`config.mk`:
```
export PLATFORM = sky130hd
export DESIGN_NAME = longest_distinct_byte_run
export DESIGN_NICKNAME = d
export VERILOG_FILES = /design/src/rtl/ldbr_pkg.sv /design/src/rtl/longest_distinct_byte_run.sv
export SDC_FILE = /design/constraint.sdc
export NUM_CORES = 2
export LEC_CHECK = 0
export BUFFER_PORTS_ARGS = -buffer_cell sky130_fd_sc_hd__buf_2
export CORE_MARGIN = 1.5
export CORE_UTILIZATION = 55
export CTS_BUF_LIST = sky130_fd_sc_hd__clkbuf_16
export DETAILED_ROUTE_END_ITERATION = 10
export PLACE_DENSITY_LB_ADDON = 0.2
export SKIP_CTS_REPAIR_TIMING = 1
export SYNTH_ARGS = -nofsm -noshare
export SYNTH_HDL_FRONTEND = slang
export SYNTH_SLANG_ARGS = --single-unit
```
`constraint.sdc`:
```
create_clock -name i_clk -period 6.9 [get_ports i_clk]
set_clock_uncertainty 0.05 [all_clocks]
set_input_delay 1.725 -clock i_clk [delete_from_list [all_inputs] [get_ports i_clk]]
set_output_delay 1.725 -clock i_clk [all_outputs]
set_load 0.05 [all_outputs]
```
`src/rtl/ldbr_pkg.sv`:
```
// Shared constants for the longest distinct byte run block.
package ldbr_pkg;

    localparam int CHAR_W       = 8;
    localparam int LEN_W        = 9;
    localparam int ALPHABET_DEF = 256;
    localparam int MAX_LEN_DEF  = 65536;

endpackage

```
`src/rtl/longest_distinct_byte_run.sv`:
```
// Longest run of distinct bytes in a streamed string.
//
// Input channel: one string byte per beat (i_char_byte), with i_end_of_string
// set on the final byte. A beat is taken when i_valid is high and o_stall low.
// Output channel: one result beat per string (o_longest_length, o_too_long),
// taken when o_valid is high and i_stall low. o_too_long flags a string longer
// than MAX_LEN bytes; bytes past that limit are dropped from the window.
// Throughput: one byte per cycle while o_stall is low. Each byte costs one
// read of the last-seen position memory on accept and, within MAX_LEN, one
// write from stage 1; a byte that hits the value written by its predecessor
// takes the forwarded position. Results pass stage 1, then the output register.
// The output register lets a new string stream in while a result waits; only
// a second final byte meeting a still-stalled result raises o_stall.
// Reset (synchronous, active low) clears the window, counters, the valid bit
// of every byte value and both pipeline stages; the position memory needs no
// clearing. A final byte returns the window, counters and valid bits to reset.
module longest_distinct_byte_run #(
    parameter int MAX_LEN  = ldbr_pkg::MAX_LEN_DEF,
    parameter int ALPHABET = ldbr_pkg::ALPHABET_DEF
) (
    input  logic                        i_clk,
    input  logic                        i_rst_n,
    input  logic                        i_valid,
    output logic                        o_stall,
    input  logic [ldbr_pkg::CHAR_W-1:0] i_char_byte,
    input  logic                        i_end_of_string,
    output logic                        o_valid,
    input  logic                        i_stall,
    output logic [ldbr_pkg::LEN_W-1:0]  o_longest_length,
    output logic                        o_too_long
);

    localparam int AW  = (ALPHABET > 1) ? $clog2(ALPHABET) : 1;
    localparam int PW  = (MAX_LEN > 1) ? $clog2(MAX_LEN) : 1;
    localparam int BPW = $clog2(MAX_LEN + 1);
    localparam int LW  = ldbr_pkg::LEN_W;

    typedef logic [AW-1:0] t_idx;
    typedef logic [PW-1:0] t_pos;

    // last-seen position per byte value
    t_pos mem_pos [ALPHABET];

    logic                r_s1_valid;
    t_idx                r_s1_idx;
    logic                r_s1_last;
    t_pos                r_rd_data;
    logic [ALPHABET-1:0] r_seen;
    t_pos                r_ws;
    logic [BPW-1:0]      r_byte_pos;
    logic [LW-1:0]       r_best;
    logic                r_ovf;
    logic                r_out_valid;
    logic [LW-1:0]       r_out_len;
    logic                r_out_ovf;

    logic           s1_hold;
    logic           in_accept;
    logic           s1_commit;
    logic           s1_inrange;
    logic           s1_wr;
    t_idx           in_idx;
    t_pos           n_ws;
    logic [BPW-1:0] len_full;
    logic [LW-1:0]  len;
    logic [LW-1:0]  n_best;

    // hold the final byte while the previous result still waits
    assign s1_hold   = r_s1_valid && r_s1_last && r_out_valid && i_stall;
    assign o_stall   = s1_hold;
    assign in_accept = i_valid && !s1_hold;
    assign s1_commit = r_s1_valid && !s1_hold;

    assign in_idx = ({1'b0, i_char_byte} < (LW)'(ALPHABET)) ?
                    i_char_byte[AW-1:0] : (AW)'(ALPHABET - 1);

    assign s1_inrange = r_byte_pos < (BPW)'(MAX_LEN);
    assign s1_wr      = s1_commit && s1_inrange;

    always_comb begin
        n_ws = r_ws;
        if (r_seen[r_s1_idx] && (r_rd_data >= r_ws)) begin
            n_ws = r_rd_data + t_pos'(1);
        end
        len_full = r_byte_pos - (BPW)'(n_ws) + (BPW)'(1);
        len      = len_full[LW-1:0];
        n_best   = r_best;
        if (s1_inrange && (len > r_best)) begin
            n_best = len;
        end
    end

    // position memory: read on accept with forwarding, write from stage 1
    always_ff @(posedge i_clk) begin
        if (s1_wr) begin
            mem_pos[r_s1_idx] <= r_byte_pos[PW-1:0];
        end
        if (in_accept) begin
            if (s1_wr && (r_s1_idx == in_idx)) begin
                r_rd_data <= r_byte_pos[PW-1:0];
            end else begin
                r_rd_data <= mem_pos[in_idx];
            end
        end
    end

    always_ff @(posedge i_clk) begin
        if (in_accept) begin
            r_s1_idx  <= in_idx;
            r_s1_last <= i_end_of_string;
        end
        if (s1_commit && r_s1_last) begin
            r_out_len <= n_best;
            r_out_ovf <= r_ovf || !s1_inrange;
        end
    end

    always_ff @(posedge i_clk) begin
        if (!i_rst_n) begin
            r_s1_valid  <= 1'b0;
            r_seen      <= '0;
            r_ws        <= '0;
            r_byte_pos  <= '0;
            r_best      <= '0;
            r_ovf       <= 1'b0;
            r_out_valid <= 1'b0;
        end else begin
            if (!s1_hold) begin
                r_s1_valid <= in_accept;
            end
            if (s1_commit && r_s1_last) begin
                r_out_valid <= 1'b1;
            end else if (r_out_valid && !i_stall) begin
                r_out_valid <= 1'b0;
            end
            if (s1_commit) begin
                if (r_s1_last) begin
                    r_seen      <= '0;
                    r_ws        <= '0;
                    r_byte_pos  <= '0;
                    r_best      <= '0;
                    r_ovf       <= 1'b0;
                end else if (s1_inrange) begin
                    r_seen[r_s1_idx] <= 1'b1;
                    r_ws             <= n_ws;
                    r_byte_pos       <= r_byte_pos + (BPW)'(1);
                    r_best           <= n_best;
                end else begin
                    r_ovf <= 1'b1;
                end
            end
        end
    end

    assign o_valid          = r_out_valid;
    assign o_longest_length = r_out_len;
    assign o_too_long       = r_out_ovf;

    a_hold_only_on_end: assert property (@(posedge i_clk) disable iff (!i_rst_n)
        o_stall |-> (r_s1_valid && r_s1_last && r_out_valid))
        else $error("stall raised without a pending final byte");

    a_end_clears_seen: assert property (@(posedge i_clk) disable iff (!i_rst_n)
        (s1_commit && r_s1_last) |=> (r_seen == '0) && r_out_valid)
        else $error("final byte did not clear seen flags or post a result");

    a_window_order: assert property (@(posedge i_clk) disable iff (!i_rst_n)
        (BPW)'(r_ws) <= r_byte_pos)
        else $error("window start passed byte position");

    a_best_bound: assert property (@(posedge i_clk) disable iff (!i_rst_n)
        r_best <= (LW)'(ALPHABET))
        else $error("best length exceeds alphabet size");

endmodule

```
### Word-level counts from Yosys, hierarchy flattened

Memory sizes are Yosys's and may differ from the RTL's. A register that Yosys moved wholly into a read port is not among the register bits.
Index checks and enable logic that the tools add are counted.

| operators by class | value |
|---|---|
| order comparisons | 5 |
| mux-type cells | 20 |
| add/sub/neg operators | 4 |
| reductions and logical operators | 19 |
| bitwise gates (word level) | 1 |
| eq/ne operators | 1 |

Operators by type and width:

| kind | number |
|---|---|
| $mux W256 | 2 |
| $or A256 B256 Y256 | 1 |
| $mux W16 | 3 |
| $mux W17 | 2 |
| $mux W9 | 3 |
| $add A17 B1 Y17 const B | 1 |
| $lt A17 B17 Y1 const B | 1 |
| $add A16 B1 Y16 const B | 1 |
| $ge A16 B16 Y1 | 1 |
| $logic_and A1 B1 Y1 | 11 |
| $add A9 B1 Y9 const B | 1 |
| $gt A9 B9 Y1 | 1 |
| $lt A8 B9 Y1 const B | 1 |
| $sub A9 B9 Y9 | 1 |
| $bmux W1 S8 | 1 |
| $demux W1 S8 | 1 |
| $ge A8 B1 Y1 const B | 1 |
| $mux W1 | 8 |
| $reduce_and A2 Y1 | 2 |
| $reduce_bool A2 Y1 | 2 |
| $logic_not A1 Y1 | 3 |
| $ne A2 B2 Y1 const B | 1 |
| $logic_or A1 B1 Y1 | 1 |

| storage, ports and cells | value |
|---|---|
| word-level logic and storage cells | 62 |
| memories | 1 |
| RAM bits | 4096 |
| flip-flop bits (word level) | 320 |

Memories:

| name | depth | bits a word | rd ports | clocked after memory_dff | wr ports | RTL line | source |
|---|---|---|---|---|---|---|---|
| mem_pos | 256 | 16 | 1 | 1 | 1 | longest_distinct_byte_run.sv:42 | `t_pos mem_pos [ALPHABET];` |

### Logic depth before layout (Yosys ltp)

| depth | value |
|---|---|
| word-level depth | 11 |
| depth in mapped cells | 33 |
| gate-level depth less buffers | 29 |

### Least setup slack after synthesis

No wires, ideal clock.

| timing | value |
|---|---|
| path kind | reg2reg |
| start | register r_byte_pos[1] |
| end | register r_best[8] |
| data required time | 6.734 ns |
| arrival time | 7.152 ns |
| path slack | -0.419 ns |
| library setup time | 0.116 ns |
| stages on the path, launching flop included | 22 |
| path buffers | 1 |
| path through | dfxtp_1 inv_1 ha_1 inv_1 ha_1 inv_1 fa_1 inv_1 a21oi_1 o21bai_1 a21o_1 a21oi_1 xnor2_1 ha_1 nand4_1 nor2_1 a211oi_1 o31a_1 clkbuf_1 o21ai_1 and3_1 a31o_2 |

| on the way | value |
|---|---|
| cells in the longest elaborated chain, start to end | 7 |

RTL lines:

| element | RTL line | source |
|---|---|---|
| start: declaration | longest_distinct_byte_run.sv:50 | `logic [BPW-1:0] r_byte_pos;` |
| start signal: assignment | longest_distinct_byte_run.sv:146 | `r_byte_pos <= r_byte_pos + (BPW)'(1);` |
| $sub A9 B9 Y9 | longest_distinct_byte_run.sv:85 | `len_full = r_byte_pos - (BPW)'(n_ws) + (BPW)'(1);` |
| $add A9 B1 Y9 | longest_distinct_byte_run.sv:85 |  |
| $gt A9 B9 Y1 | longest_distinct_byte_run.sv:88 | `if (s1_inrange && (len > r_best)) begin` |
| $logic_and A1 B1 Y1 | longest_distinct_byte_run.sv:88 |  |
| $mux W9 | longest_distinct_byte_run.sv:88 |  |
| $mux W9 | longest_distinct_byte_run.sv:143 | `end else if (s1_inrange) begin` |
| $mux W9 | longest_distinct_byte_run.sv:137 | `if (r_s1_last) begin` |
| end signal: assignment | longest_distinct_byte_run.sv:147 | `r_best <= n_best;` |
| end: declaration | longest_distinct_byte_run.sv:51 | `logic [LW-1:0] r_best;` |

Parallel ways exist; a longest one is shown, timed or not. The select of a mux whose other input is x is not followed.
A chain may end at the register's enable or synchronous reset.

### Worst setup path after layout

| timing | value |
|---|---|
| start | register r_s1_idx[0] |
| end | register r_out_len[0], in the netlist o_longest_length[0], data pin |

| on the way | value |
|---|---|
| cells in the longest elaborated chain, start to end | 9 |

RTL lines:

| element | RTL line | source |
|---|---|---|
| start: declaration | longest_distinct_byte_run.sv:45 | `t_idx r_s1_idx;` |
| start signal: assignment | longest_distinct_byte_run.sv:109 | `r_s1_idx <= in_idx;` |
| $bmux W1 S8 (*) | longest_distinct_byte_run.sv:82 | `if (r_seen[r_s1_idx] && (r_rd_data >= r_ws)) begin` |
| $mux W1 (implied by the code) (*) | longest_distinct_byte_run.sv:82 |  |
| $logic_and A1 B1 Y1 (*) | longest_distinct_byte_run.sv:82 |  |
| $mux W16 (*) | longest_distinct_byte_run.sv:82 |  |
| $sub A9 B9 Y9 (*) | longest_distinct_byte_run.sv:85 |  |
| $add A9 B1 Y9 (*) | longest_distinct_byte_run.sv:85 |  |
| $gt A9 B9 Y1 | longest_distinct_byte_run.sv:88 |  |
| $logic_and A1 B1 Y1 | longest_distinct_byte_run.sv:88 |  |
| $mux W9 (*) | longest_distinct_byte_run.sv:88 |  |
| named net n_best[0] | longest_distinct_byte_run.sv:66 | `logic [LW-1:0] n_best;` |
| end signal: assignment | longest_distinct_byte_run.sv:113 | `r_out_len <= n_best;` |
| end: declaration | longest_distinct_byte_run.sv:54 | `logic [LW-1:0] r_out_len;` |

Mark *: on every way through the listed nets, which the timed path passes. The rest lies on a longest branch. The select of a mux whose other input is x is not followed.

==> impl_summary.md <==
Global routing
The pin count of the biggest net entering global routing is 239. The total overflow reported by the global router is 0. The wire length of the first global-routing pass is 591 mm. The total global-route track usage is 26.2%. The number of antenna violations at the first check in global routing was 30. The number of global-route vias before repair is 82,000.

Die
In this run the horizontal extent of the chip is 560 µm. The number of I/O pins is 25. The floorplan has 204 rows. The die is 560 µm tall. The area enclosed by the die boundary is 0.314 mm². Once the floorplan was initialized, standard cells occupied 55.3% of the core. The total core area is 0.309 mm².

Drt
The count of antenna-violating nets left after detailed routing is 0. The total wire length after detailed routing is 410 mm. For this run, design rule violations remaining after detail routing come to 0. The routed layout has 81,200 vias. The violation count after the first detailed-routing iteration is 11,100. The first detailed-routing pass took 5 iterations.

Dividing the detail-routed via count by the number of cells gives 6.45. Dividing the detail-routed wire length by the instance count gives 32.6 µm.

Clock tree
Clock-pin slew was measured on the worst setup and hold paths at 0.06 ns. The root cell of the clock tree is clkbuf_16. The H-tree was split into 5 levels. The maximum root-to-sink buffer count is 4. The clock reaches the later pin of the worst-skew pair after 1.01 ns. The TritonCTS clock tree is done. Buffers inserted during clock tree synthesis total 432.

For this design, the sink count on the clock tree is 4,432.

Status
The run finished with clean final reports.

Timing
The setup violation total in the final timing report is 0. The final count of hold timing violations came to 0. Setup repair after global routing left no endpoint under its margin. The worst-margin pin slew is 1.41 ns.

After routing, the total negative slack on setup checks comes to 0 ns. The final-report max-slew violation count is 0. The final period utilization is 91.8%. For the finished layout, the period the worst path requires is 6.33 ns. In this run the tightest slew margin relative to its limit is 6.09%. Timing would allow up to 0.158 GHz.

Pwr
The sequential share of power is 54.1%. The internal power contribution is 42,600 µW. The leakage power figure is 0.0685 µW. The overall power after layout is 53,600 µW. The switching component of the power is 11,000 µW. Combinational logic burns 2.6% of the power. The power per cell area is 278 mW/mm². Per report_power, the clock group accounts for 43.3% of the total. The switching power as a share of total power is 20.5%.

The maximum vdd drop is 0.000224 V.

Setup path
The kind of end point of the critical path is a flip-flop. The critical-path maximum fanout is 21. In this run the critical register-to-register path is launched from r_s1_idx[0]$_DFFE_PP_. The critical path is of the flip-flop to flip-flop type.

In this run the worst setup path begins at r_s1_idx[0]$_DFFE_PP_. The number of cells on the worst reg-to-reg path is 25. In this design, the stage delay of the slowest critical-path cell is 0.52 ns. STA puts the critical path data arrival time at 7.00 ns. STA classifies the critical path startpoint as a flip-flop. The required time reported for the critical path endpoint is 7.57 ns. The slowest stage of the critical path is the mux4_2 cell.

Cells and area
The number of filler cells placed in the layout is 20,400. Relative to the synthesized area, the layout overhead comes to 12.8%. The sequential standard cell area is 0.130 mm². The number of nets in the layout is 8,138.

The share of post-route cells with drive strength above 1 is 31.1%. The multi-input logic area is 0.0387 mm².

Logic synthesis
The net count after synthesis is 7,669. The share of synthesized area in the top cell type comes to 72.7%. The count of warnings emitted by yosys is 0.

In the post-synthesis netlist, the biggest area contributors are edfxtp_1 (73%), mux4_2 (19%), dfxtp_1 (3.5%), nor2_1 (1.3%), a21oi_1 (0.81%). edfxtp_1 takes more of the synthesized area than any other cell. Averaged over all synthesized cells, the footprint is 22.4 µm². The proportion of synthesized chip area in sequential cells is 76.2%. The synthesized area is 0.171 mm². The synthesized design contains 4,131 enable-type register cells.

The synthesized instance count is 7,613. Counting flops and latches in the post-synthesis netlist gives 4,432. The dominant register cell in the synthesized netlist is edfxtp_1. The async set-reset flop share out of synthesis is 0%. The count of distinct cell types in the synthesized netlist is 52.

Place
The HPWL after detailed placement is 237 mm. Routability-driven placement finished with a final weighted congestion of 0.835. The count of buffers from port buffering is 24.

Min path
The launch point of the worst hold path is r_seen[31]$_SDFFE_PN0P_. The cell depth of the worst min-delay path is 2. The path class of the tightest hold or removal check is flip-flop to flip-flop.

Job
Across the run, the number of max-cap violations was 0.
[final timing paths]
| check | slack (ns) | to |
|---|---|---|
| hold reg to reg | 0.41 | r_seen[31]$_SDFFE_PN0P_ |
| setup / recovery | 0.57 | o_longest_length[0]$_DFFE_PP_ |
| hold / removal | 0.41 | r_seen[31]$_SDFFE_PN0P_ |
| setup reg to reg | 0.57 | o_longest_length[0]$_DFFE_PP_ |
[flip-flops by register name, indices dropped and copies added, names as in the netlist]
signal,count
mem_pos,4096
r_seen,256
r_byte_pos,17
r_rd_data,16
r_ws,16
o_longest_length,9
r_best,9
r_s1_idx,8
o_too_long,1
o_valid,1
r_ovf,1
r_s1_last,1
r_s1_valid,1
[power groups by stage]
stage	Clock [µW]	Sequential [µW]	Combinational, µW
finish	23200	29000	1410
global route	24500	29000	1490
CTS	23500	29000	1410
detailed placement	0	29600	1410
global placement	0	29600	1410
floorplan	0	29600	948
[logic make-up (layout without fill, tap and decap cells)]
group / after synthesis / after routing / synth area share (%)
AOI/OAI and AO/OA: 386 / 386 / 1.27
xor gates and xnor gates: 44 / 44 / 0.226
adders and majority gates: 43 / 43 / 0.320
buffers and inverters: 499 / 1337 / 1.21
DFF: 4432 / 4432 / 76.2
muxes: 1454 / 1454 / 18.9
other: 0 / 9 / 0
and+or+nand+nor: 755 / 755 / 1.79
[layout make-up]
cell class	instances	area share, %
Sequential cell	4432	67.6
Antenna cell	9	0.0117
Inverter	53	0.104
Tap cell	4120	2.68
Clock inverter	365	1.58
Timing Repair Buffer	481	2.23
Clock buffer	438	5.69
Multi-Input combinational cell	2682	20.1
[critical path, delay by kind of cell (launching register included)]
kind / cells / cell delay [ns]
flops: 1 / 0.46
fa+ha+maj: 3 / 0.90
mux: 3 / 1.05
xor+xnor: 2 / 0.39
simple gates: 3 / 0.62
buf+inv: 3 / 0.66
compound gates: 11 / 1.95
[stage by stage]
step	setup slack [ns]	instances	area [µm²]	utilization [%]	hold WS, ns
global placement	0.330	11800	178000	57.8	0.391
floorplan	0.0328	7613	171000	-	0.379
finish	0.568	12600	192000	62.4	0.412
global route	0.0206	12600	192000	62.4	0.426
CTS	0.290	12600	192000	62.3	0.417
detailed placement	0.337	11800	178000	57.8	0.400
[Yosys cell counts, types with 16 or more instances]
library cell,instances
nand2_1,71
a22oi_1,16
nand3_1,22
clkbuf_1,279
mux4_2,1418
buf_1,62
buf_2,88
nor2b_1,27
edfxtp_1,4131
nor2_1,578
xor2_1,17
o21ai_0,24
ha_1,42
dfxtp_1,301
mux2i_1,25
xnor2_1,27
inv_1,52
a21oi_1,276
[metal layers]
layer | up-vias | wire length, µm | part of all wire, % | GRT usage [%]
met5 | - | 195 | 0.048 | 0.274
met4 | 10 | 11100 | 2.7 | 6.73
met3 | 605 | 38700 | 9.4 | 5.26
met2 | 3913 | 197000 | 48 | 41.2
met1 | 43700 | 164000 | 40 | 38.2
li1 | 32900 | - | - | -
[placed cells by master, fill, tap and decap left out, types with 11 or more instances in the layout]
cell type / count
edfxtp_1: 4131
nor2_1: 526
mux4_2: 1418
bufinv_16: 41
dfxtp_1: 285
inv_1: 138
clkinv_1: 96
xor2_1: 17
mux2_2: 11
buf_12: 54
nand3_1: 16
a21oi_1: 276
clkinv_2: 98
nor2b_1: 27
o21ai_1: 13
clkbuf_16: 439
nand2_1: 62
buf_2: 18
mux2i_1: 25
buf_4: 404
nor2_2: 52
clkinvlp_4: 15
nand4_1: 13
o21ai_0: 24
ha_1: 42
xnor2_1: 26
a22oi_1: 16
dfxtp_4: 16
Note: power is estimated with default switching activity, not from simulation.
